`src/rtl/rll_pkg.sv`:
```
package rll_pkg;

	localparam int DEF_ENTRIES = 16;
	localparam int CNT_W = 63;
	localparam int DW = 64;
	localparam int IN_TDATA_W = 136;
	localparam int OUT_TDATA_W = 200;

	localparam logic [3:0] MODE_CREDIT = 4'd0;
	localparam logic [3:0] MODE_DEBIT = 4'd1;
	localparam logic [3:0] MODE_SET_LIMIT = 4'd2;
	localparam logic [3:0] MODE_SET_PERIOD = 4'd3;
	localparam logic [3:0] MODE_SET_ACTION = 4'd4;
	localparam logic [3:0] MODE_CB_OFF = 4'd5;
	localparam logic [3:0] MODE_CB_REARM = 4'd6;
	localparam logic [3:0] MODE_SCAN = 4'd7;
	localparam logic [3:0] MODE_READ = 4'd8;

	localparam int FL_ACTIVE = 0;
	localparam int FL_BLOCK = 1;
	localparam int FL_CALLBACK = 2;
	localparam int FL_WAKE = 3;
	localparam int FL_CALLED = 4;

	typedef struct packed {
		logic [CNT_W-1:0] credit;
		logic [CNT_W-1:0] debit;
		logic signed [DW-1:0] limit;
		logic [DW-1:0] period;
		logic [DW-1:0] last;
		logic [4:0] flags;
	} entry_t;

	localparam entry_t RESET_REC = '{
		credit: '0,
		debit: '0,
		limit: {1'b0, {(DW-1){1'b1}}},
		period: '0,
		last: '0,
		flags: 5'b00001
	};

	function automatic logic signed [DW-1:0] bal_of(entry_t r);
		bal_of = signed'({1'b0, r.credit}) - signed'({1'b0, r.debit});
	endfunction

	function automatic logic exceeded(entry_t r);
		logic signed [DW-1:0] b;
		b = bal_of(r);
		if (r.limit <= 0) begin
			exceeded = b < r.limit;
		end else begin
			exceeded = b > r.limit;
		end
	endfunction

endpackage

```
`src/rtl/rll_div.sv`:
```
module rll_div (
	input logic clk,
	input logic arst_n,
	input logic start,
	input logic [rll_pkg::DW-1:0] dividend,
	input logic [rll_pkg::DW-1:0] divisor,
	output logic done,
	output logic [rll_pkg::DW-1:0] quotient,
	output logic [rll_pkg::DW-1:0] remainder
);
	import rll_pkg::*;

	localparam int CW = $clog2(DW + 1);

	logic [CW-1:0] cnt_q;
	logic busy_q;
	logic done_q;
	logic [DW-1:0] q_q;
	logic [DW-1:0] r_q;
	logic [DW-1:0] d_q;
	logic [DW:0] trial;
	logic take;

	assign trial = {r_q, q_q[DW-1]};
	assign take = trial >= {1'b0, d_q};

	always_ff @(posedge clk or negedge arst_n) begin
		if (!arst_n) begin
			busy_q <= 1'b0;
			done_q <= 1'b0;
			cnt_q <= '0;
		end else begin
			done_q <= 1'b0;
			if (start) begin
				busy_q <= 1'b1;
				cnt_q <= CW'(DW);
			end else if (busy_q) begin
				cnt_q <= cnt_q - 1'b1;
				if (cnt_q == CW'(1)) begin
					busy_q <= 1'b0;
					done_q <= 1'b1;
				end
			end
		end
	end

	always_ff @(posedge clk) begin
		if (start) begin
			q_q <= dividend;
			r_q <= '0;
			d_q <= divisor;
		end else if (busy_q) begin
			q_q <= {q_q[DW-2:0], take};
			r_q <= take ? DW'(trial - {1'b0, d_q}) : trial[DW-1:0];
		end
	end

	assign done = done_q;
	assign quotient = q_q;
	assign remainder = r_q;

endmodule

```
`config.mk`:
```
export PLATFORM = sky130hd
export DESIGN_NAME = rll_div
export DESIGN_NICKNAME = d
export VERILOG_FILES = /design/src/rtl/rll_pkg.sv /design/src/rtl/rll_div.sv
export SDC_FILE = /design/constraint.sdc
export NUM_CORES = 1
export LEC_CHECK = 0
export ABC_AREA = 0
export BUFFER_PORTS_ARGS = -buffer_cell sky130_fd_sc_hd__buf_2
export CAP_MARGIN = 20
export CORE_UTILIZATION = 50
export DETAILED_ROUTE_END_ITERATION = 12
export PLACE_DENSITY = 0.77
export SLEW_MARGIN = 25
export SYNTH_ARGS = -nofsm -noshare
export SYNTH_HDL_FRONTEND = slang
export SYNTH_SLANG_ARGS = --single-unit
```
`constraint.sdc`:
```
create_clock -name clk -period 3.4 [get_ports clk]
set_clock_uncertainty 0.15 [all_clocks]
set_input_delay 0.85 -clock clk [delete_from_list [all_inputs] [get_ports clk]]
set_output_delay 0.85 -clock clk [all_outputs]
set_load 0.005 [all_outputs]
```
==> metrics <==
outcome finished, violations left; failing checks setup timing; GRT Total Usage 27.43%; Netlist cell types 78; Avg Inst Size Synth 10.04 sq um; GPL Wtd Cong 0.9198; Die Span Y 157.2 um; clk_lat worst skew 0.54 ns; top_reg_cell synth edfxtp_1; max_slew headroom 36.86%; Die X-Extent 157.2 um; Worst R2R Path Depth 15; clock sink count 201; max-slew violations 0; minimum clock period 3.435 ns; Clock Path Buffers 3; layout cells sized above 1 37.06%; Netlist Area Pre-Place 12050 sq um; routed wire length per instance 17.82 um; Fillers 1867; Critical Path RT 3.72 ns; via count 10710; worst-margin pin slew 0.9435 ns; Area Overhead vs Synth 32.17%; first-pass GRT wire length 53180 um; Max Fclk 291.1 MHz; Initial Util 51.17%; TritonCTS Buffers 23; TNS Setup -0.07190 ns; r2r setup slk -0.04 ns; Cells after Synth 1200; post-synthesis async set-or-reset flop share 4.478%; most frequent cells in the layout buf_2, buf_4, edfxtp_1; Leakage 7.353 nW; worst endpoint data arrival time 3.75 ns; Die Area 24720 sq um; initial antenna violation count 1; Syn Nets 1398; DRC 0; max-cap violations 0; NumNets Final 1809; Critical Path Source quotient[63]; Vias/cell 5.502; CTS tree yes; Setup crit start kind flip-flop; CP endpoint kind flip-flop; Post-DP HPWL 26220 um; Reg clk slew, reported paths 0.06 ns; H-tree depth 1; R2R Path End remainder[58]; Final period util 101.0%; placed cells 1891; most common cell after layout, fill and taps aside buf_2; num rows 56; Cell Count, Final, Fillers Out 1947; Final ANT Viol Nets 0; DR pass1 iterations 6; Final Hold Viols 0; #FFs+latches synth 201; critical path type flip-flop to flip-flop; Yosys warnings 0; setup ws final -0.03501 ns; # IOs 260; Post-Route Utilization 67.64%; RSZ-0062 raised after global routing yes; clk root buf clkbuf_16; hold_ws 0.3340 ns; drt total wl 34700 um; CORE AREA 23540 sq um; port bufs 259; Setup Viol. Count Final 3; total grt overflow 0; Post-synth EDFFs 128; CP max FO 3; register area share after synthesis 44.41%; vias in the first global route 10620; Pwr Total 13.13 mW; CP endpoint remainder[58]; largest net degree at the start of global routing 115; Iteration-0 DRC Markers 639; hold crit path type input pin to flip-flop; PD cells 824.7 nW/um^2; Multi-input gate area 6297 sq um; Storage cell area 5354 sq um; reg-to-reg critical path startpoint quotient[63]; VDD IR max 0.0004061 V
==> cells in the mapped netlist, drive strengths merged (9+ instances only) <==
master | instances | area [sq um]
and3 | 11 | 68.82
clkbuf | 42 | 158.9
dfxtp | 64 | 1281
o21ai | 75 | 382.9
buf | 22 | 126.4
xor2 | 27 | 236.5
inv | 85 | 319.1
dfrtp | 9 | 225.2
nand3 | 17 | 85.08
o21a | 10 | 75.07
nor4 | 10 | 75.07
nand2b | 17 | 106.4
edfxtp | 128 | 3844
a21o | 31 | 232.7
mux2i | 34 | 340.3
nor2b | 9 | 56.30
nand4 | 23 | 143.9
nand2 | 76 | 285.3
ha | 66 | 825.8
xnor2 | 34 | 297.8
mux2 | 66 | 747.0
a21oi | 93 | 503.0
a211oi | 49 | 372.9
o21bai | 14 | 105.1
nor2 | 106 | 407.9
==> critical path, cell delays in order, from the launching register on <==
cell,delay [ns]
edfxtp_1,0.35
inv_1,0.05
ha_2,0.19
fa_2,0.34
and2b_1,0.24
o211ai_2,0.12
a31oi_4,0.26
o31ai_4,0.08
a2111o_1,0.50
a31oi_4,0.20
buf_4,0.14
a21oi_2,0.08
nor2_4,0.13
o21ai_2,0.09
mux2_4,0.33
a21oi_2,0.12
==> state kept, by name, summed over array words and instances (netlist names) <==
register and flops:
quotient 64, cnt_q 7, d_q 64, remainder 64
busy_q 1, done 1
==> power by group <==
part	internal (mW)	leakage [nW]	switching (mW)
sequential	3.17	1.94	0.331
clock	1.35	0.347	1.03
combinational	3.47	5.07	3.79
total	7.99	7.35	5.15
==> kinds of logic (layout without fill, tap and decap cells) <==
family,Yosys count,in the layout,share of synthesized area (%)
AO/OA/AOI/OAI,329,329,18.50
AND/OR/NAND/NOR,293,293,11.60
flip-flops,201,201,44.41
buffers and inverters,149,576,5.016
multiplexers,100,100,9.025
adder cells (fa/ha/maj),67,67,7.020
XOR/XNOR,61,61,4.435
other,0,1,0
==> routing by layer <==
metal	vias up	GRT usage, %	wire (um)
met2	376	48.31	17120
li1	5223	-	-
met4	0	10.77	1296
met5	-	0	0
met1	5042	33.02	14090
met3	71	4.983	2198
==> through the flow <==
stage	cell area, sq um	setup slack (ns)
2_1_floorplan	12050	0.08410
3_3_place_gp	14880	-0.2579
3_5_place_dp	14880	-0.2520
4_1_cts	15700	-0.07463
5_1_grt	15920	-0.1478
6_report	15920	-0.03501
==> worst min-delay path by stage <==
stage                             start            end  slack [ns]  cells after the start
after floorplan                cnt_q[6]       cnt_q[6]        0.33                      2
after global placement         cnt_q[6]       cnt_q[6]        0.35                      2
after detailed placement  remainder[44]  remainder[44]        0.36                      2
after CTS                   divisor[53]        d_q[53]        0.33                      1
after global routing        divisor[33]        d_q[33]        0.33                      1
final                       divisor[46]        d_q[46]        0.33                      1
==> timing repair <==
action,CTS,global route
buffers inserted,4,8
hold buffers,1,0
endpoints found under the setup margin,28,64
pin swaps,13,24
hold endpoints to repair,9,0
gates cloned,0,1
gates resized for setup,13,27
==> layout make-up <==
class	instances	share of cell area (%)
Multi-Input combinational cell	850	39.55
Sequential cell	201	33.62
Timing Repair Buffer	450	17.85
Clock buffer	28	3.795
Tap cell	319	2.506
Inverter	85	2.004
Clock inverter	13	0.6600
Antenna cell	1	0.01571
Power figures use the tool's default switching activity.
