**src/rtl/rll_pkg.sv**
```systemverilog
package rll_pkg;

	localparam int DEF_ENTRIES = 16;
	localparam int CNT_W = 63;
	localparam int DW = 64;
	localparam int IN_TDATA_W = 136;
	localparam int OUT_TDATA_W = 200;

	localparam logic [3:0] MODE_CREDIT = 4'd0;
	localparam logic [3:0] MODE_DEBIT = 4'd1;
	localparam logic [3:0] MODE_SET_LIMIT = 4'd2;
	localparam logic [3:0] MODE_SET_PERIOD = 4'd3;
	localparam logic [3:0] MODE_SET_ACTION = 4'd4;
	localparam logic [3:0] MODE_CB_OFF = 4'd5;
	localparam logic [3:0] MODE_CB_REARM = 4'd6;
	localparam logic [3:0] MODE_SCAN = 4'd7;
	localparam logic [3:0] MODE_READ = 4'd8;

	localparam int FL_ACTIVE = 0;
	localparam int FL_BLOCK = 1;
	localparam int FL_CALLBACK = 2;
	localparam int FL_WAKE = 3;
	localparam int FL_CALLED = 4;

	typedef struct packed {
		logic [CNT_W-1:0] credit;
		logic [CNT_W-1:0] debit;
		logic signed [DW-1:0] limit;
		logic [DW-1:0] period;
		logic [DW-1:0] last;
		logic [4:0] flags;
	} entry_t;

	localparam entry_t RESET_REC = '{
		credit: '0,
		debit: '0,
		limit: {1'b0, {(DW-1){1'b1}}},
		period: '0,
		last: '0,
		flags: 5'b00001
	};

	function automatic logic signed [DW-1:0] bal_of(entry_t r);
		bal_of = signed'({1'b0, r.credit}) - signed'({1'b0, r.debit});
	endfunction

	function automatic logic exceeded(entry_t r);
		logic signed [DW-1:0] b;
		b = bal_of(r);
		if (r.limit <= 0) begin
			exceeded = b < r.limit;
		end else begin
			exceeded = b > r.limit;
		end
	endfunction

endpackage

```
**src/rtl/rll_mul.sv**
```systemverilog
module rll_mul (
	input logic clk,
	input logic arst_n,
	input logic start,
	input logic [rll_pkg::DW-1:0] mplier,
	input logic [rll_pkg::DW-1:0] mcand,
	output logic done,
	output logic [rll_pkg::DW:0] product
);
	import rll_pkg::*;

	localparam int CW = $clog2(DW + 1);
	localparam logic [DW:0] SAT = {1'b1, {DW{1'b0}}};

	logic [CW-1:0] cnt_q;
	logic busy_q;
	logic done_q;
	logic [DW-1:0] a_q;
	logic [DW-1:0] m_q;
	logic [DW:0] acc_q;
	logic [DW+2:0] nxt;

	assign nxt = {1'b0, acc_q, 1'b0} + (a_q[DW-1] ? (DW+3)'(m_q) : '0);

	always_ff @(posedge clk or negedge arst_n) begin
		if (!arst_n) begin
			busy_q <= 1'b0;
			done_q <= 1'b0;
			cnt_q <= '0;
		end else begin
			done_q <= 1'b0;
			if (start) begin
				busy_q <= 1'b1;
				cnt_q <= CW'(DW);
			end else if (busy_q) begin
				cnt_q <= cnt_q - 1'b1;
				if (cnt_q == CW'(1)) begin
					busy_q <= 1'b0;
					done_q <= 1'b1;
				end
			end
		end
	end

	// saturate at 2^64, enough for every compare downstream
	always_ff @(posedge clk) begin
		if (start) begin
			a_q <= mplier;
			m_q <= mcand;
			acc_q <= '0;
		end else if (busy_q) begin
			a_q <= {a_q[DW-2:0], 1'b0};
			acc_q <= (nxt >= (DW+3)'(SAT)) ? SAT : nxt[DW:0];
		end
	end

	assign done = done_q;
	assign product = acc_q;

endmodule

```
**config.mk**
```make
export PLATFORM = sky130hd
export DESIGN_NAME = rll_mul
export DESIGN_NICKNAME = d
export VERILOG_FILES = /design/src/rtl/rll_pkg.sv /design/src/rtl/rll_mul.sv
export SDC_FILE = /design/constraint.sdc
export NUM_CORES = 1
export LEC_CHECK = 0
export ABC_AREA = 1
export BUFFER_PORTS_ARGS = -buffer_cell sky130_fd_sc_hd__buf_2
export CAP_MARGIN = 20
export CORE_MARGIN = 2
export CORE_UTILIZATION = 45
export CTS_CLUSTER_DIAMETER = 50
export DETAILED_ROUTE_END_ITERATION = 12
export HOLD_SLACK_MARGIN = 0.06
export PLACE_DENSITY = 0.65
export SYNTH_ARGS = -nofsm -noshare
export SYNTH_HDL_FRONTEND = slang
export SYNTH_SLANG_ARGS = --single-unit
```
**constraint.sdc**
```tcl
create_clock -name clk -period 5.9 [get_ports clk]
set_input_delay 0.295 -clock clk [delete_from_list [all_inputs] [get_ports clk]]
set_output_delay 0.295 -clock clk [all_outputs]
set_load 0.02 [all_outputs]
```
==> results of run 1 <==
==> layer usage <==
metal  share of wire  GRT usage  up-vias
met2            0.45      0.454      465
met5               0          0        -
li1                -          -     6945
met1            0.45      0.359     6001
met3           0.067     0.0448       62
met4           0.027     0.0711        0
==> sequential cells by signal, indices dropped and copies added, names as in the netlist <==
name     flops
m_q         64
busy_q       1
a_q         64
product     65
done         1
cnt_q        7
==> worst reg2reg max path: stages (launching register included) <==
cell,delay [ns]
edfxtp_1,0.32
buf_4,0.56
nand2_1,0.15
inv_1,0.09
ha_1,0.30
a21oi_1,0.31
nand2_1,0.13
nand2_1,0.08
nand3_1,0.09
nand2_1,0.08
nand2_1,0.09
a21oi_1,0.18
nand3_1,0.11
nand2_2,0.53
buf_4,0.52
nand4_1,0.21
nand2_1,0.10
==> cell usage in the layout (no fill, tap or decap), types with 3 or more instances in the layout <==
cell           instances
a21oi_1               67
buf_2                195
buf_4                  8
bufinv_16              3
clkbuf_1               4
clkbuf_16             24
clkinv_1               4
clkinv_2               6
dfrtp_1                9
dfxtp_1               65
dlygate4sd3_1        129
edfxtp_1             128
ha_1                  65
inv_1                346
inv_2                  9
nand2_1              935
nand2_2               10
nand3_1               68
nand4_1               74
nor2_1               113
nor2_2                 4
nor2_4                 3
nor3_1                15
o21ai_0               20
o21bai_1              10
xor2_1                35
==> how the worst min path moves through the flow <==
stage	from	endpoint	slack, ns	cells past startpoint
4_1_cts	arst_n	cnt_q[0]	0.13	2
3_5_place_dp	arst_n	done	0.17	1
6_report	arst_n	cnt_q[0]	0.16	2
5_1_grt	arst_n	cnt_q[0]	0.17	2
3_3_place_gp	arst_n	done	0.17	1
2_1_floorplan	arst_n	busy_q	-0.0006	0
==> metrics by stage <==
step                total power, uW  hold WS (ns)   util
CTS                            5690         0.135  0.572
global placement               4090         0.170  0.502
detailed placement             4110         0.174  0.502
floorplan                      3500     -0.000591      -
global route                   6030         0.172  0.572
finish                         5650         0.161  0.572
==> synthesized netlist by cell type, types with 10 or more instances <==
cell type and instances:
a21oi_1 67, inv_1 347, edfxtp_1 128, dfxtp_1 65
nand4_1 74, nand2_1 935, o21ai_0 20, xor2_1 35
o21bai_1 10, nand2_2 10, ha_1 65, nor2_1 114
nand3_1 68, nor3_1 15, clkbuf_1 24, buf_6 10
==> kinds of logic (layout without fill, tap and decap cells) <==
kind of cell    count (synthesis)  in the layout  synth area share
fa+ha+maj                      66             66            0.0609
compound gates                101            101            0.0394
buf+inv                       405            733             0.120
xor+xnor                       35             35            0.0224
simple gates                 1232           1232             0.365
flops                         202            202             0.392
==> power by group <==
group	internal, uW	switching (uW)	total [uW]
Clock	883	605	1490
Combinational	729	1430	2160
Sequential	1810	196	2000
==> area by class of cell <==
type	instances	area [um2]	share of cell area
Timing Repair Buffer	333	2350	0.138
Sequential cell	202	5370	0.315
Inverter	356	1340	0.0785
Clock buffer	28	616	0.0361
Clock inverter	16	184	0.0108
Tap cell	390	488	0.0286
Multi-Input combinational cell	1434	6690	0.393
==> what timing repair did <==
action                    in CTS  in global routing
setup buffers                  0                  0
hold buffers                 129                  0
hold endpoints to repair     137                  0
==> flow_summary.json, run 1 <==
{
  "place_area_mm2": 0.0149,
  "crit_top_cell": "nand2_1",
  "ys_warn_count": 0,
  "fin_area_mm2": 0.0170,
  "clock_skew_ns": 0.0213,
  "path_clk_slew_ns": 0.06,
  "synth_area_per_cell_um2": 6.71,
  "vias_per_cell": 4.88,
  "synth_top_area_cell": "edfxtp_1",
  "path_buf_inv": 3,
  "cts_resized": 0,
  "p_per_area_mw_per_mm2": 332,
  "p_leak_uw": 0.00976,
  "root_buffer": "clkbuf_16",
  "crit_path_end": "product[31]",
  "nets": 2548,
  "synth_area_leaders": "edfxtp_1 (28%), nand2_1 (26%), inv_1 (9.5%)",
  "timing.rr.start": "a_q[63]",
  "setup-violations-final": 0,
  "crit_required_ns": 6.38,
  "synthArstFlopShare": 0.0446,
  "die_w_um": 178,
  "cp-end-kind": "flip-flop",
  "syn_to_final_growth_pct": 24.4,
  "rrSetupSlack_ns": 1.98,
  "numCtsBuffers": 24,
  "clock_path_buffers": 3,
  "place.gp.congestion": 0.970,
  "insertion_delay_ns": 0.55,
  "worst_pin_slew_ns": 0.960,
  "grt_max_degree": 93,
  "syn-instance-count": 2041,
  "initial_core_util": 0.459,
  "vdd_drop_max_mv": 0.271,
  "worst_slack_ns": 1.98,
  "num_rows": 63,
  "hpwl_um": 31700,
  "htree_levels": 1,
  "rr_endpoint": "product[31]",
  "drc": 0,
  "routedWlPerCell_um": 15.5,
  "grt_pass1_vias": 13200,
  "cts_sinks": 202,
  "antenna_cells": 0,
  "dp_slack_ns": 2.00,
  "crit_family": "simple AND/OR/NAND/NOR gates",
  "path_cells": "buf_4 > nand2_1 > inv_1 > ha_1 > a21oi_1 > nand2_1 > nand2_1 > nand3_1 > nand2_1 > nand2_1 > a21oi_1 > nand3_1 > nand2_2 > buf_4 > nand4_1 > nand2_1",
  "wl_um": 42700,
  "dp.cells": 2586,
  "grt_pass1_wl_um": 68100,
  "synth_cell_types": 39,
  "firstDrtPassIters": 6,
  "start_kind": "flip-flop",
  "die-area_mm2": 0.0318,
  "cap_violations": 0,
  "rsz0062_at_grt": "no",
  "status": "complete, no violations",
  "min_period_over_period": 0.664,
  "synth_top_cell_area_share": 0.281,
  "arrival_ns": 4.39,
  "io-pin-count": 197,
  "max_clock_freq_mhz": 255,
  "synth_flop_cell": "edfxtp_1",
  "ys_ff_latch": 202,
  "vias": 13500,
  "timing.critical_path.depth": 16,
  "critical_path_class": "flip-flop to flip-flop",
  "track_usage": 0.270,
  "min_path_type": "primary input to asynchronous set/reset pin",
  "r2r_cells": 16,
  "synth_edf_count": 128,
  "antenna_found_initial": 0,
  "die_h_um": 178,
  "final_layout_size_suffix_gt1_frac": 0.114,
  "slowest_delay_ns": 0.56,
  "min_period_ns": 3.92,
  "slew_headroom": 0.360,
  "yosysSeqAreaShare": 0.392,
  "drt_iter0_markers": 893,
  "netlist_area_mm2": 0.0137,
  "core_mm2": 0.0298,
  "startpoint": "a_q[63]",
  "synthesis.nets": 2238,
  "drv_slew": 0,
  "gr-total-overflow": 0,
  "fill_cells": 2881,
  "cp_max_fo": 64,
  "crit_slowest_cell": "buf_4",
  "ant_nets": 0,
  "finalSetupTns_ns": 0,
  "cts_tree": "built",
  "finalHoldViolCount": 0,
  "portBuffers": 196,
  "stdcell_count": 2759
}
Note: power is estimated with default switching activity, not from simulation.
==> run 2, diff against run 1 <==
==> constraint.sdc (replaced) <==
create_clock -name clk -period 3.76 [get_ports clk]
set_input_delay 0.188 -clock clk [delete_from_list [all_inputs] [get_ports clk]]
set_output_delay 0.188 -clock clk [all_outputs]
set_load 0.02 [all_outputs]
==> flow_summary.json, run 2 (same netlist as run 1, synthesis figures left out) <==
{
  "status": "complete, no violations",
  "arrival_ns": 3.96,
  "power_uw": 8970,
  "critical_path_class": "flip-flop to flip-flop",
  "p_per_area_mw_per_mm2": 521,
  "die_h_um": 178,
  "gr-total-overflow": 0,
  "slew_headroom": 0.352,
  "stdcell_count": 2779,
  "path_buf_inv": 5,
  "grt_pass1_vias": 13500,
  "die_w_um": 178,
  "min_period_over_period": 0.940,
  "grt_max_degree": 92,
  "start_kind": "flip-flop",
  "setup-violations-final": 0,
  "path_clk_slew_ns": 0.06,
  "path_cells": "buf_4 > nand2_1 > inv_1 > ha_1 > nand2_1 > nor2_1 > inv_1 > nor3_1 > and3_1 > nand3_1 > nand2_1 > nor2_4 > buf_12 > buf_12 > nand4_1 > nand2_1",
  "slowest_delay_ns": 0.48,
  "worst_pin_slew_ns": 0.973,
  "rsz0062_at_grt": "no",
  "htree_levels": 1,
  "firstDrtPassIters": 5,
  "cp_max_fo": 37,
  "vias": 13600,
  "num_rows": 63,
  "finalHoldViolCount": 0,
  "worst_slack_ns": 0.225,
  "nets": 2568,
  "crit_required_ns": 4.19,
  "syn_to_final_growth_pct": 25.7,
  "io-pin-count": 197,
  "cts_tree": "built",
  "crit_slowest_cell": "edfxtp_1",
  "core_mm2": 0.0298,
  "rrSetupSlack_ns": 0.23,
  "p_leak_uw": 0.00987,
  "die-area_mm2": 0.0318,
  "portBuffers": 196,
  "min_period_ns": 3.53,
  "root_buffer": "clkbuf_16",
  "vias_per_cell": 4.90,
  "drt_iter0_markers": 807,
  "numCtsBuffers": 24,
  "track_usage": 0.275,
  "clock_skew_ns": 0.0146,
  "grt_pass1_wl_um": 68800,
  "wl_um": 44200,
  "drc": 0,
  "dp.cells": 2599,
  "cap_violations": 0,
  "min_path_type": "primary input to flip-flop",
  "layout_commonest_cell": "nand2_1",
  "hpwl_um": 32500,
  "antenna_cells": 0,
  "place.gp.congestion": 0.982,
  "vdd_drop_max_mv": 0.350,
  "clock_path_buffers": 3,
  "finalSetupTns_ns": 0,
  "crit_top_cell": "nand2_1",
  "crit_family": "simple AND/OR/NAND/NOR gates",
  "largest_register_ffs": 65,
  "antenna_found_initial": 0,
  "routedWlPerCell_um": 15.9,
  "dp_slack_ns": 0.149,
  "cp-end-kind": "flip-flop",
  "final_layout_size_suffix_gt1_frac": 0.121,
  "initial_core_util": 0.459,
  "cts_sinks": 202,
  "mostFrequentLayoutCells": "nand2_1 (935), inv_1 (346), buf_2 (195), dlygate4sd3_1 (130), edfxtp_1 (128)",
  "ant_nets": 0,
  "max_clock_freq_mhz": 283,
  "drv_slew": 0,
  "insertion_delay_ns": 0.55
}
-- run 2: cell count changes in the layout (fill, tap and decap cells not counted) --
cell / before / now
clkbuf_1: 4 / 7
clkinv_1: 4 / 2
buf_12: 1 / 4
clkbuf_8: 0 / 1
buf_4: 8 / 23
clkinvlp_4: 2 / 0
clkinv_2: 6 / 7
dlygate4sd3_1: 129 / 130
nor2_4: 3 / 4
bufinv_16: 3 / 2
-- run 2: power breakdown --
part	total [uW]	leakage, uW	switching [uW]	internal [uW]
clock	2290	0.000382	945	1340
sequential	3140	0.00197	307	2830
combinational	3550	0.00751	2300	1240
-- run 2: metrics by stage --
stage,hold WS (ns),instance area [um2],util
floorplan,-0.108,13700,-
global placement,0.0641,15100,0.506
detailed placement,0.0625,15100,0.506
CTS,0.175,17100,0.575
global route,0.188,17200,0.578
finish,0.166,17200,0.578
-- run 2: final timing paths --
path                             start     endpoint  cells past startpoint
max                            a_q[63]  product[50]                     16
min                              start       m_q[6]                      1
max reg2reg                    a_q[63]  product[50]                     16
min reg2reg                product[23]  product[23]                      2
max in group asynchronous       arst_n     cnt_q[5]                      3
min in group asynchronous       arst_n       busy_q                      3
-- run 2: cell type report --
class | count | area [um2]
flip-flops and latches | 202 | 5370
clock inverters | 12 | 136
inverters | 356 | 1340
fillers | 2905 | 12600
clock buffers | 32 | 641
repair buffers | 352 | 2530
well taps | 390 | 488
multi-input cells | 1435 | 6710
-- run 2: repair_timing --
item,CTS,global route
gates resized for setup,0,1
endpoints found under the hold margin,137,0
hold buffers,130,0
setup endpoints to repair,0,48
buffers inserted,0,5
-- run 2: worst register-to-register path: stages, from the launching register on --
cell,delay (ns)
edfxtp_1,0.48
buf_4,0.29
nand2_1,0.10
inv_1,0.04
ha_1,0.37
nand2_1,0.13
nor2_1,0.31
inv_1,0.08
nor3_1,0.33
and3_1,0.32
nand3_1,0.13
nand2_1,0.25
nor2_4,0.06
buf_12,0.16
buf_12,0.17
nand4_1,0.12
nand2_1,0.07
-- run 2: layer usage --
layer | GRT usage | vias to the layer above | wire, um
met5 | 0 | - | 0
met3 | 0.0471 | 66 | 2730
li1 | - | 6979 | -
met1 | 0.355 | 6165 | 19800
met2 | 0.475 | 399 | 20400
met4 | 0.0738 | 0 | 1320
==> run 3, diff against run 2 <==
--- a/config.mk
+++ b/config.mk
@@ -10,8 +10,10 @@
 export CAP_MARGIN = 20
 export CORE_MARGIN = 2
 export CORE_UTILIZATION = 45
+export CTS_BUF_LIST = sky130_fd_sc_hd__clkbuf_8 sky130_fd_sc_hd__clkbuf_16
 export CTS_CLUSTER_DIAMETER = 50
 export DETAILED_ROUTE_END_ITERATION = 12
+export GPL_TIMING_DRIVEN = 0
 export HOLD_SLACK_MARGIN = 0.06
 export PLACE_DENSITY = 0.65
 export SYNTH_ARGS = -nofsm -noshare
==> flow_summary.json, run 3 (same netlist as run 1, synthesis figures left out) <==
{
  "num_rows": 63,
  "die-area_mm2": 0.0318,
  "slew_headroom": 0.373,
  "drv_slew": 0,
  "worst_pin_slew_ns": 0.941,
  "vias_per_cell": 4.86,
  "drc": 0,
  "gr-total-overflow": 0,
  "htree_levels": 1,
  "vdd_drop_max_mv": 0.323,
  "syn_to_final_growth_pct": 26.1,
  "cp_max_fo": 10,
  "grt_max_degree": 68,
  "initial_core_util": 0.459,
  "final_layout_size_suffix_gt1_frac": 0.118,
  "portBuffers": 196,
  "hpwl_um": 33600,
  "rsz0062_at_grt": "no",
  "max_clock_freq_mhz": 283,
  "setup-violations-final": 0,
  "finalHoldViolCount": 0,
  "antenna_cells": 0,
  "layout_commonest_cell": "nand2_1",
  "routedWlPerCell_um": 15.7,
  "cp-end-kind": "flip-flop",
  "dp_slack_ns": -0.449,
  "root_buffer": "clkbuf_16",
  "place.gp.congestion": 0.970,
  "min_period_ns": 3.54,
  "grt_pass1_wl_um": 68700,
  "cts_sinks": 202,
  "crit_required_ns": 4.23,
  "insertion_delay_ns": 0.53,
  "p_per_area_mw_per_mm2": 516,
  "cap_violations": 0,
  "critical_path_class": "flip-flop to flip-flop",
  "io-pin-count": 197,
  "largest_register_ffs": 65,
  "worst_slack_ns": 0.223,
  "r2r_cells": 17,
  "die_h_um": 178,
  "p_leak_uw": 0.00991,
  "die_w_um": 178,
  "nets": 2593,
  "clock_skew_ns": 0.00958,
  "antenna_found_initial": 0,
  "wl_um": 44100,
  "min_path_cells": 1,
  "track_usage": 0.277,
  "power_uw": 8910,
  "path_clk_slew_ns": 0.06,
  "arrival_ns": 4.01,
  "min_period_over_period": 0.941,
  "grt_pass1_vias": 13400,
  "cts_tree": "built",
  "mostFrequentLayoutCells": "nand2_1 (935), inv_1 (355), buf_2 (202), dlygate4sd3_1 (131), edfxtp_1 (128)",
  "core_mm2": 0.0298,
  "status": "complete, no violations",
  "fill_cells": 2883,
  "clock_path_buffers": 3,
  "ant_nets": 0,
  "min_path_type": "primary input to flip-flop",
  "start_kind": "flip-flop",
  "firstDrtPassIters": 5,
  "numCtsBuffers": 25,
  "drt_iter0_markers": 826,
  "vias": 13600
}
-- run 3: cell count changes in the layout (fill, tap and decap cells not counted), moves of 6 or more --
cell      change
clkbuf_1     +15
buf_4        -18
clkinv_2      -6
buf_6        +10
buf_2         +7
inv_1         +9
-- run 3: repair_timing --
action	4_1_cts	5_1_grt
hold buffers	130	0
setup endpoints to repair	65	60
setup buffers	2	0
hold endpoints to repair	137	0
resized for setup	1	3
-- run 3: worst paths after layout --
check / from / end / slack (ns)
min in group asynchronous: arst_n / done / 0.65
worst min register to register: product[4] / product[4] / 0.47
worst max-delay path: a_q[63] / product[53] / 0.22
max in group asynchronous: arst_n / cnt_q[4] / 2.81
worst max register to register: a_q[63] / product[53] / 0.22
worst min-delay path: start / m_q[9] / 0.34
-- run 3: metrics by stage --
stage | utilization | TNS [ns] | instances | hold WS [ns] | area (um2)
6_report | 0.579 | 0 | 2804 | 0.343 | 17300
5_1_grt | 0.579 | 0 | 2804 | 0.360 | 17300
4_1_cts | 0.579 | 0 | 2804 | 0.346 | 17300
3_5_place_dp | 0.510 | -25.52 | 2628 | 0.0497 | 15200
3_3_place_gp | 0.509 | -62.52 | 2627 | 0.0510 | 15200
2_1_floorplan | - | 0 | 2041 | -0.108 | 13700
-- run 3: per-layer routing --
layer / part of all wire / vias to the layer above / track usage
met1: 0.44 / 6121 / 0.353
li1: - / 7036 / -
met4: 0.032 / 0 / 0.0915
met5: 0 / - / 0
met3: 0.068 / 78 / 0.0520
met2: 0.46 / 401 / 0.471
-- run 3: power by group --
group	switching, uW	internal (uW)
Clock	929	1240
Sequential	293	2840
Combinational	2350	1260
-- run 3: critical path, cell delays in order, from the launching register on --
cell and delay, ns:
edfxtp_1 0.37, buf_12 0.17, clkbuf_1 0.37, nand2_1 0.09, inv_1 0.07, ha_1 0.29, nand2_1 0.10, nand2_1 0.10
a21oi_1 0.19, a21boi_0 0.40, nand2_1 0.21, a21oi_1 0.22, nand3_1 0.11, nand2_2 0.12, buf_6 0.22, buf_4 0.22
nand4_1 0.13, nand2_1 0.08
-- run 3: cell type report --
class / instances / area [um2] / area share
inverters: 356 / 1340 / 0.0774
flip-flops and latches: 202 / 5370 / 0.311
repair buffers: 329 / 2340 / 0.136
clock inverters: 18 / 81.3 / 0.00471
plain buffers: 48 / 299 / 0.0173
clock buffers: 27 / 653 / 0.0378
multi-input cells: 1434 / 6690 / 0.388
well taps: 390 / 488 / 0.0283
